File: config.mk
export PLATFORM = sky130hd
export DESIGN_NAME = nearest_point_heading
export DESIGN_NICKNAME = d
export VERILOG_FILES = /design/src/rtl/npdh_pkg.sv /design/src/rtl/npdh_scan.sv /design/src/rtl/npdh_cordic.sv /design/src/rtl/npdh_ctrl.sv /design/src/rtl/nearest_point_heading.sv
export SDC_FILE = /design/constraint.sdc
export NUM_CORES = 2
export LEC_CHECK = 0
export ABC_AREA = 1
export BUFFER_PORTS_ARGS = -buffer_cell sky130_fd_sc_hd__buf_2
export CORE_MARGIN = 1
export CORE_UTILIZATION = 40
export DETAILED_ROUTE_END_ITERATION = 6
export GPL_ROUTABILITY_DRIVEN = 0
export GPL_TIMING_DRIVEN = 0
export PLACE_DENSITY = 0.63
export SYNTH_ARGS = -nofsm -noshare
export SYNTH_HDL_FRONTEND = slang
export SYNTH_SLANG_ARGS = --single-unit
export TNS_END_PERCENT = 1
File: constraint.sdc
create_clock -name clk -period 6.4 [get_ports clk]
set_clock_uncertainty 0.05 [all_clocks]
set_input_delay 0.96 -clock clk [delete_from_list [all_inputs] [get_ports clk]]
set_output_delay 0.96 -clock clk [all_outputs]
set_load 0.02 [all_outputs]
File: src/rtl/npdh_pkg.sv
// ----------------------------------------------------------------------------
// npdh_pkg
// Shared types and constants for the nearest point heading block: control
// structs between modules, CORDIC angle table and fixed-point limits.
// ----------------------------------------------------------------------------
package npdh_pkg;

	localparam int TAB_LEN = 24;
	localparam int IDX_W   = 5;
	localparam int XW      = 64;
	localparam int ZW      = 36;
	localparam int HW      = ZW - 17;

	localparam logic signed [ZW-1:0] PI_Q30   = 36'sd3373259426;
	localparam logic signed [ZW-1:0] ROUND_Q30 = 36'sd65536;
	localparam logic signed [15:0]   PI_Q13   = 16'sd25736;
	localparam logic signed [15:0]   HALF_PI_Q13 = 16'sd12868;
	localparam logic signed [HW-1:0] H_MAX    = 19'sd25736;
	localparam logic signed [HW-1:0] H_MIN    = -19'sd25736;

	typedef struct packed {
		logic fin_valid;
		logic last_pend;
	} npdh_scan_t;

	typedef struct packed {
		logic trivial;
	} npdh_stat_t;

	typedef struct packed {
		logic             load;
		logic             step;
		logic             emit;
		logic [IDX_W-1:0] idx;
	} npdh_cmd_t;

	function automatic logic [31:0] atan_q30(input logic [IDX_W-1:0] i);
		logic [31:0] v;
		unique case (i)
			5'd0:    v = 32'h3243F6A8;
			5'd1:    v = 32'h1DAC6705;
			5'd2:    v = 32'h0FADBAFC;
			5'd3:    v = 32'h07F56EA6;
			5'd4:    v = 32'h03FEAB76;
			5'd5:    v = 32'h01FFD55B;
			5'd6:    v = 32'h00FFFAAA;
			5'd7:    v = 32'h007FFF55;
			5'd8:    v = 32'h003FFFEA;
			5'd9:    v = 32'h001FFFFD;
			5'd10:   v = 32'h000FFFFF;
			5'd11:   v = 32'h0007FFFF;
			5'd12:   v = 32'h0003FFFF;
			5'd13:   v = 32'h0001FFFF;
			5'd14:   v = 32'h0000FFFF;
			5'd15:   v = 32'h00007FFF;
			5'd16:   v = 32'h00003FFF;
			5'd17:   v = 32'h00001FFF;
			5'd18:   v = 32'h00000FFF;
			5'd19:   v = 32'h000007FF;
			5'd20:   v = 32'h000003FF;
			5'd21:   v = 32'h000001FF;
			5'd22:   v = 32'h000000FF;
			5'd23:   v = 32'h0000007F;
			default: v = 32'h00000000;
		endcase
		return v;
	endfunction

endpackage

File: src/rtl/npdh_scan.sv
// ----------------------------------------------------------------------------
// npdh_scan
// Candidate scan pipeline: offsets and magnitudes, squares, then squared
// distance compare against the running best. Hands the winner to the
// heading engine on the last transaction of a scan and clears itself.
// ----------------------------------------------------------------------------
module npdh_scan import npdh_pkg::*; #(
	parameter int COORD_BITS = 16
) (
	input  logic                    clk,
	input  logic                    arst_n,
	input  logic                    accept,
	input  logic [15:0]             observer_x,
	input  logic [15:0]             observer_y,
	input  logic [15:0]             point_x,
	input  logic [15:0]             point_y,
	input  logic                    point_present,
	input  logic                    last_point,
	output npdh_scan_t              sts,
	output logic signed [COORD_BITS:0] fin_dx,
	output logic signed [COORD_BITS:0] fin_dy,
	output logic                    fin_found
);

	localparam int CB = COORD_BITS;
	localparam int UB = (CB < 16) ? CB : 16;
	localparam int SW = 2 * CB;
	localparam int BW = 2 * CB + 2;
	localparam logic [BW-1:0] SAT_MAX = (BW > 64) ? BW'({64{1'b1}}) : {BW{1'b1}};

	logic [CB-1:0] ox, oy, px, py;
	logic signed [CB:0] dx, dy;
	logic [CB-1:0] mx, my;

	logic v_s1, last_s1, pres_s1;
	logic signed [CB:0] dx_s1, dy_s1;
	logic [CB-1:0] mx_s1, my_s1;

	logic v_s2, last_s2, pres_s2;
	logic signed [CB:0] dx_s2, dy_s2;
	logic [SW-1:0] sx_s2, sy_s2;

	logic [BW-1:0] best_q;
	logic signed [CB:0] bx_q, by_q;
	logic found_q;

	logic [SW-1:0] sqx, sqy;
	logic [BW-1:0] sum, d2;
	logic take;

	assign ox = CB'(observer_x[UB-1:0]);
	assign oy = CB'(observer_y[UB-1:0]);
	assign px = CB'(point_x[UB-1:0]);
	assign py = CB'(point_y[UB-1:0]);

	assign dx = $signed({1'b0, ox}) - $signed({1'b0, px});
	assign dy = $signed({1'b0, oy}) - $signed({1'b0, py});
	assign mx = CB'(dx[CB] ? -dx : dx);
	assign my = CB'(dy[CB] ? -dy : dy);

	assign sqx = {{CB{1'b0}}, mx_s1} * {{CB{1'b0}}, mx_s1};
	assign sqy = {{CB{1'b0}}, my_s1} * {{CB{1'b0}}, my_s1};

	assign sum  = BW'(sx_s2) + BW'(sy_s2);
	assign d2   = (sum > SAT_MAX) ? SAT_MAX : sum;
	assign take = v_s2 && pres_s2 && (!found_q || (d2 < best_q));

	assign fin_dx    = take ? dx_s2 : bx_q;
	assign fin_dy    = take ? dy_s2 : by_q;
	assign fin_found = found_q || take;

	assign sts.fin_valid = v_s2 && last_s2;
	assign sts.last_pend = (v_s1 && last_s1) || (v_s2 && last_s2);

	always_ff @(posedge clk or negedge arst_n) begin
		if (!arst_n) begin
			v_s1    <= 1'b0;
			last_s1 <= 1'b0;
			v_s2    <= 1'b0;
			last_s2 <= 1'b0;
		end else begin
			v_s1    <= accept;
			last_s1 <= last_point;
			v_s2    <= v_s1;
			last_s2 <= last_s1;
		end
	end

	always_ff @(posedge clk) begin
		pres_s1 <= point_present;
		dx_s1   <= dx;
		dy_s1   <= dy;
		mx_s1   <= mx;
		my_s1   <= my;
		pres_s2 <= pres_s1;
		dx_s2   <= dx_s1;
		dy_s2   <= dy_s1;
		sx_s2   <= sqx;
		sy_s2   <= sqy;
	end

	// running best, cleared at the end of each scan
	always_ff @(posedge clk or negedge arst_n) begin
		if (!arst_n) begin
			best_q  <= {BW{1'b1}};
			bx_q    <= '0;
			by_q    <= '0;
			found_q <= 1'b0;
		end else if (v_s2 && last_s2) begin
			best_q  <= {BW{1'b1}};
			bx_q    <= '0;
			by_q    <= '0;
			found_q <= 1'b0;
		end else if (take) begin
			best_q  <= d2;
			bx_q    <= dx_s2;
			by_q    <= dy_s2;
			found_q <= 1'b1;
		end
	end

endmodule

File: src/rtl/npdh_cordic.sv
// ----------------------------------------------------------------------------
// npdh_cordic
// Heading datapath: vectoring CORDIC, one iteration per step command, with
// direct results for the axis and empty cases and the output register.
// ----------------------------------------------------------------------------
module npdh_cordic import npdh_pkg::*; #(
	parameter int COORD_BITS = 16
) (
	input  logic                       clk,
	input  logic                       arst_n,
	input  npdh_cmd_t                  cmd,
	input  logic signed [COORD_BITS:0] fin_dx,
	input  logic signed [COORD_BITS:0] fin_dy,
	input  logic                       fin_found,
	output npdh_stat_t                 stat,
	output logic signed [15:0]         heading,
	output logic                       found
);

	localparam int CB = COORD_BITS;
	localparam int SH = 60 - CB;

	logic dx_neg, dy_neg, dx_zero, dy_zero;
	logic [CB-1:0] mag_x, mag_y;
	logic signed [XW-1:0] x_init, y_mag, y_init;
	logic signed [ZW-1:0] z_init;
	logic signed [15:0] triv_h;

	logic signed [XW-1:0] x_q, y_q;
	logic signed [ZW-1:0] z_q;
	logic spec_q, fnd_q;
	logic signed [15:0] spec_h_q;
	logic signed [15:0] heading_q;
	logic found_q;

	logic signed [XW-1:0] xs, ys;
	logic signed [ZW-1:0] at;
	logic y_pos;
	logic signed [ZW-1:0] zr;
	logic signed [HW-1:0] hq;
	logic signed [15:0] h_clamp;

	assign dx_neg  = fin_dx[CB];
	assign dy_neg  = fin_dy[CB];
	assign dx_zero = (fin_dx == '0);
	assign dy_zero = (fin_dy == '0);
	assign mag_x   = CB'(dx_neg ? -fin_dx : fin_dx);
	assign mag_y   = CB'(dy_neg ? -fin_dy : fin_dy);

	assign x_init = $signed(XW'(mag_x) << SH);
	assign y_mag  = $signed(XW'(mag_y) << SH);
	assign y_init = (dx_neg ^ dy_neg) ? -y_mag : y_mag;
	assign z_init = dx_neg ? (dy_neg ? -PI_Q30 : PI_Q30) : '0;

	assign stat.trivial = !fin_found || dx_zero || dy_zero;

	always_comb begin
		if (!fin_found || (dx_zero && dy_zero)) begin
			triv_h = '0;
		end else if (dy_zero) begin
			triv_h = dx_neg ? PI_Q13 : '0;
		end else begin
			triv_h = dy_neg ? -HALF_PI_Q13 : HALF_PI_Q13;
		end
	end

	assign xs    = x_q >>> cmd.idx;
	assign ys    = y_q >>> cmd.idx;
	assign at    = $signed(ZW'(atan_q30(cmd.idx)));
	assign y_pos = !y_q[XW-1] && (y_q != '0);

	// round half up to q3.13, then limit to +-pi
	assign zr = z_q + ROUND_Q30;
	assign hq = zr[ZW-1:17];

	always_comb begin
		if (hq > H_MAX) begin
			h_clamp = PI_Q13;
		end else if (hq < H_MIN) begin
			h_clamp = -PI_Q13;
		end else begin
			h_clamp = 16'(hq);
		end
	end

	always_ff @(posedge clk) begin
		if (cmd.load) begin
			x_q      <= x_init;
			y_q      <= y_init;
			z_q      <= z_init;
			spec_q   <= stat.trivial;
			spec_h_q <= triv_h;
			fnd_q    <= fin_found;
		end else if (cmd.step) begin
			if (y_pos) begin
				x_q <= x_q + ys;
				y_q <= y_q - xs;
				z_q <= z_q + at;
			end else begin
				x_q <= x_q - ys;
				y_q <= y_q + xs;
				z_q <= z_q - at;
			end
		end
	end

	always_ff @(posedge clk or negedge arst_n) begin
		if (!arst_n) begin
			heading_q <= '0;
			found_q   <= 1'b0;
		end else if (cmd.emit) begin
			heading_q <= spec_q ? spec_h_q : h_clamp;
			found_q   <= fnd_q;
		end
	end

	assign heading = heading_q;
	assign found   = found_q;

endmodule

File: src/rtl/npdh_ctrl.sv
// ----------------------------------------------------------------------------
// npdh_ctrl
// Controller: starts the heading engine on the end of a scan, counts CORDIC
// iterations, owns the output valid and the input stall.
// ----------------------------------------------------------------------------
module npdh_ctrl import npdh_pkg::*; #(
	parameter int NSTEP = 16
) (
	input  logic       clk,
	input  logic       arst_n,
	input  npdh_scan_t scan,
	input  npdh_stat_t stat,
	input  logic       last_point,
	input  logic       out_stall,
	output logic       in_stall,
	output logic       out_valid,
	output npdh_cmd_t  cmd
);

	localparam int CW = $clog2(NSTEP);
	localparam logic [CW-1:0] CNT_LAST = CW'(NSTEP - 1);

	typedef enum logic [1:0] {S_IDLE, S_RUN, S_WAIT} state_t;

	state_t state_q;
	logic [CW-1:0] cnt_q;
	logic out_valid_q;

	always_comb begin
		cmd.load = (state_q == S_IDLE) && scan.fin_valid;
		cmd.step = (state_q == S_RUN);
		cmd.emit = (state_q == S_WAIT) && (!out_valid_q || !out_stall);
		cmd.idx  = IDX_W'(cnt_q);
	end

	// only the closing transaction of a scan waits for the engine
	assign in_stall  = last_point && ((state_q != S_IDLE) || scan.last_pend);
	assign out_valid = out_valid_q;

	always_ff @(posedge clk or negedge arst_n) begin
		if (!arst_n) begin
			state_q     <= S_IDLE;
			cnt_q       <= '0;
			out_valid_q <= 1'b0;
		end else begin
			if (cmd.emit) begin
				out_valid_q <= 1'b1;
			end else if (out_valid_q && !out_stall) begin
				out_valid_q <= 1'b0;
			end
			unique case (state_q)
				S_IDLE: begin
					if (cmd.load) begin
						cnt_q   <= '0;
						state_q <= stat.trivial ? S_WAIT : S_RUN;
					end
				end
				S_RUN: begin
					cnt_q <= cnt_q + 1'b1;
					if (cnt_q == CNT_LAST) begin
						state_q <= S_WAIT;
					end
				end
				S_WAIT: begin
					if (cmd.emit) begin
						state_q <= S_IDLE;
					end
				end
				default: state_q <= S_IDLE;
			endcase
		end
	end

	a_fin_idle: assert property (@(posedge clk) disable iff (!arst_n)
		scan.fin_valid |-> state_q == S_IDLE)
		else $error("scan finished while heading engine busy");

	a_emit_free: assert property (@(posedge clk) disable iff (!arst_n)
		cmd.emit |-> (!out_valid_q || !out_stall))
		else $error("result overwrote a pending output");

	a_valid_src: assert property (@(posedge clk) disable iff (!arst_n)
		$rose(out_valid_q) |-> $past(state_q) == S_WAIT)
		else $error("output valid raised outside result hand-off");

endmodule

File: src/rtl/nearest_point_heading.sv
// ----------------------------------------------------------------------------
// nearest_point_heading
// Nearest candidate search with atan2 heading of the winning offset.
//
// Input channel (in_valid / in_stall): one candidate per transaction with
// the observer position; last_point closes a scan. Candidates with
// point_present low are skipped but still close a scan when marked last.
// Output channel (out_valid / out_stall): one transaction per scan with
// heading (Q3.13 radians) and found.
// Throughput: one candidate per cycle. Only a last_point transaction can be
// stalled, while the previous scan's heading is still being computed or
// its result waits in the output register together with a new result.
// From the last candidate, the result passes the s1 and s2 scan registers, the
// CORDIC load and, unless no candidate was found or the offset lies on an axis,
// the CORDIC unit doing one iteration per cycle, then the emit to out_valid.
// The output register holds its result while out_stall is high; the next
// scan runs meanwhile. Reset clears the scan state and the output valid.
// ----------------------------------------------------------------------------
module nearest_point_heading import npdh_pkg::*; #(
	parameter int COORD_BITS   = 16,
	parameter int CORDIC_STEPS = 16
) (
	input  logic               clk,
	input  logic               arst_n,
	input  logic               in_valid,
	output logic               in_stall,
	input  logic [15:0]        observer_x,
	input  logic [15:0]        observer_y,
	input  logic [15:0]        point_x,
	input  logic [15:0]        point_y,
	input  logic               point_present,
	input  logic               last_point,
	output logic               out_valid,
	input  logic               out_stall,
	output logic signed [15:0] heading,
	output logic               found
);

	localparam int NSTEP = (CORDIC_STEPS > TAB_LEN) ? TAB_LEN : CORDIC_STEPS;

	npdh_scan_t scan;
	npdh_stat_t stat;
	npdh_cmd_t  cmd;
	logic signed [COORD_BITS:0] fin_dx, fin_dy;
	logic fin_found;
	logic accept;

	assign accept = in_valid && !in_stall;

	npdh_scan #(
		.COORD_BITS(COORD_BITS)
	) u_scan (
		.clk          (clk),
		.arst_n       (arst_n),
		.accept       (accept),
		.observer_x   (observer_x),
		.observer_y   (observer_y),
		.point_x      (point_x),
		.point_y      (point_y),
		.point_present(point_present),
		.last_point   (last_point),
		.sts          (scan),
		.fin_dx       (fin_dx),
		.fin_dy       (fin_dy),
		.fin_found    (fin_found)
	);

	npdh_cordic #(
		.COORD_BITS(COORD_BITS)
	) u_cordic (
		.clk      (clk),
		.arst_n   (arst_n),
		.cmd      (cmd),
		.fin_dx   (fin_dx),
		.fin_dy   (fin_dy),
		.fin_found(fin_found),
		.stat     (stat),
		.heading  (heading),
		.found    (found)
	);

	npdh_ctrl #(
		.NSTEP(NSTEP)
	) u_ctrl (
		.clk       (clk),
		.arst_n    (arst_n),
		.scan      (scan),
		.stat      (stat),
		.last_point(last_point),
		.out_stall (out_stall),
		.in_stall  (in_stall),
		.out_valid (out_valid),
		.cmd       (cmd)
	);

endmodule

==> summary.md <==
| Metric | Value |
|---|---|
| CP max-delay cell | `or4_1` |
| CTS HTree Levels | `2` |
| Number of port buffers | `88` |
| FMAX | `151 MHz` |
| Status | `finished, violations left` |
| Largest net degree at the start of global routing | `72` |
| Final setup fails | `2` |
| #FFs+latches synth | `428` |
| Layout Cells excl Fill | `9588` |
| TritonCTS clock tree | `done` |
| Syn Std Cell Area | `53800 sq um` |
| CP startpoint kind | `flip-flop` |
| Reg clk slew, reported paths | `60 ps` |
| DRC | `1` |
| # hold bufs at CTS | `0` |
| Inserted Diodes | `0` |
| Slew HR | `2.10%` |
| Met1 WL | `73100 um` |
| Synthesis-to-finish area growth | `11.0%` |
| First DRT Iteration DRCs | `5097` |
| Routed Antenna Nets | `0` |
| Max-cap violations | `0` |
| Worst skew pair latency | `640 ps` |
| Core ar. | `133000 sq um` |
| Post-synth EDFFs | `123` |
| Routed vias | `51700` |
| Initial Util | `40.3%` |
| TritonCTS buffer count | `49` |
| Minimum clock period | `6600 ps` |
| Worst setup EP type | `flip-flop` |
| Asr flop ratio synth | `22.7%` |
| Die Area | `136000 sq um` |
| Top Metal Used | `met5` |
| Pre-antenna DRT Iters | `7` |
| Failing checks | `DRC, setup timing` |
| Yosys warnings | `0` |
| Share of post-route cells with drive strength above 1 | `9.54%` |
| Hold Crit Class | `primary input to async pin` |
| DP Worst Slack | `-2590 ps` |
| Register area share after synthesis | `19.2%` |
| Sink Count | `428` |
| Hold Worst Slack | `184 ps` |
| Vias in the first global route | `49700` |
| Via/cell ratio | `5.39` |
| Clk buf depth | `3` |
| Wire length on met2 | `80500 um` |
| Die Y | `369 um` |
| GRT Util Overall | `25.6%` |
| Final Util | `44.7%` |
| Worst path most repeated cell | `nand2_1` |
| Post-DP HPWL | `146000 um` |
| Total gr overflow | `0` |
| Cell variety after synth | `81` |
| RSZ-0062 raised after global routing | `yes` |
| Ports | `89` |
| Routed WL per cell | `18.6 um` |
| Synth area leaders | `fa_1 12%, nand2_1 11%, ha_1 11%` |
| Largest area contributor in the netlist | `fa_1` |
| Dpl cells | `9470` |
| Row Count | `134` |
| CP Data Required Time | `6710 ps` |
| Final wirelength | `178000 um` |
| Setup CP Type | `flip-flop to flip-flop` |
| Crit path max fanout | `10` |
| Met3 wire len | `15100 um` |
| Syn nets | `8487` |
| Root buf cell | `clkbuf_16` |
| R2R depth | `30` |
| Top-area cell type share of the netlist area | `12.4%` |
| Avg Cell Area, Syn | `7.07 sq um` |
| Final Cycle Share | `103%` |
| First-pass GRT wire length | `275000 um` |
| Fillers | `13700` |
| Syn Inst Count | `7609` |
| Fin. max-slew vios | `0` |
| Ys flop type | `dfxtp_1` |
| Nets@finish | `8657` |
| Worst-Margin Slew | `1460 ps` |
| Critical path arrival | `6920 ps` |
| Final Hold Fails | `0` |
| Initial antenna violation count | `3` |
| Die width | `369 um` |
| Max stage delay on crit path | `480 ps` |
| PnR worst setup slack | `-203 ps` |
## layer usage
layer / global-route usage, % / vias to the layer above
li1: - / 24800
met1: 32.6 / 24300
met2: 42.0 / 2155
met3: 4.61 / 466
met4: 12.1 / 2
met5: 0 / -
## worst max-delay path: cells and delay by family (launching register included)
family	cells	cell delay, ps
AOI/OAI and AO/OA	5	1030
xor gates and xnor gates	2	220
adders and majority gates	1	400
buffers and inverters	5	900
DFF	1	440
muxes	2	530
and+or+nand+nor	15	2730
## cell families (layout without fill, tap and decap cells)
logic type,count (synthesis),count (layout),synth area share [%]
and+or+nand+nor,2677,2677,20.7
buffers and inverters,1644,1855,12.0
AOI/OAI and AO/OA,1570,1570,16.2
adders and majority gates,808,808,23.5
DFF,428,428,19.2
xor gates and xnor gates,350,350,5.70
muxes,132,132,2.63
## stage by stage
stage                     area, sq um  TNS, ps
after floorplan                 53800        0
after global placement          56400  -471520
after detailed placement        56500  -270690
after CTS                       58900     -374
after global routing            59700    -3030
final                           59700     -231
## final timing paths
| path | startpoint | endpoint | slack, ps |
|---|---|---|---|
| min in group clk | u_scan.dy_s1[7]$_DFF_P_ | u_scan.dy_s2[7]$_DFF_P_ | 270 |
| setup / recovery | u_ctrl.cnt_q[0]$_DFFE_PN0P_ | u_cordic.y_q[60]$_DFFE_PP_ | -200 |
| hold / removal | arst_n | u_cordic.heading[7]$_DFFE_PN0P_ | 180 |
| hold reg to reg | u_scan.dy_s1[7]$_DFF_P_ | u_scan.dy_s2[7]$_DFF_P_ | 270 |
| max in group asynchronous | arst_n | u_scan.best_q[33]$_DFFE_PN1P_ | 5320 |
| setup reg to reg | u_ctrl.cnt_q[0]$_DFFE_PN0P_ | u_cordic.y_q[60]$_DFFE_PP_ | -200 |
## synth_stat cells (10+ instances only)
cell type / number
nand2_1: 1596
inv_1: 1395
nor2_1: 538
a21oi_1: 534
o21ai_0: 516
ha_1: 474
fa_1: 334
xor2_1: 239
nand3_1: 226
dfxtp_1: 208
o21ai_1: 163
clkbuf_1: 127
edfxtp_1: 123
mux2i_1: 118
xnor2_1: 111
a31oi_1: 84
nor3_1: 84
dfrtp_1: 63
o21a_1: 58
or2_2: 56
nand4_1: 51
buf_2: 36
dfstp_2: 34
a21o_1: 30
buf_1: 27
nor4_1: 26
o211ai_1: 25
o21bai_1: 24
buf_6: 23
o31ai_1: 22
or2_1: 21
o22ai_1: 17
buf_4: 16
inv_2: 16
nand3b_1: 16
nor2_2: 15
o21ai_2: 15
a21boi_0: 13
a22oi_1: 12
a211oi_1: 11
nand2_2: 10
## cell type report
type                            count  area (sq um)  area share, %
Sequential cell                   428         10400           17.4
Tap cell                         1768          2210           3.71
Buffer                            209          1460           2.44
Clock inverter                     32           358          0.600
Clock buffer                       60          1360           2.28
Multi-Input combinational cell   5537         37600           63.1
Timing Repair Buffer              140           912           1.53
Inverter                         1414          5320           8.92
## sequential cells by signal, summed over array words and instances (netlist names), 2 cells and up
name	flops
u_scan.dy_s2	17
u_cordic.y_q	64
u_cordic.heading	16
u_scan.best_q	34
u_scan.dy_s1	17
u_scan.my_s1	15
u_scan.mx_s1	15
u_ctrl.cnt_q	4
u_cordic.x_q	64
u_scan.sy_s2	30
u_scan.sx_s2	30
u_scan.bx_q	17
u_ctrl.state_q	2
u_scan.dx_s1	17
u_cordic.spec_h_q	5
u_scan.by_q	17
u_cordic.z_q	36
u_scan.dx_s2	17
## placed cells by master (no fill, tap or decap), drive strengths merged, types with 162 or more instances in the layout
cell type	n
nand2	1608
inv	1422
o21ai	695
nor2	558
a21oi	535
ha	474
fa	334
buf	247
xor2	239
nand3	227
dfxtp	208
clkbuf	162
## what timing repair did
item,in CTS,in global routing
resized for setup,222,255
endpoints found under the hold margin,0,0
pin swaps,24,40
setup buffers,17,30
gates cloned,0,0
endpoints found under the setup margin,230,118
Power is not shown: default switching activity piles up to over one toggle a cycle in this logic, so the estimate is an artifact.
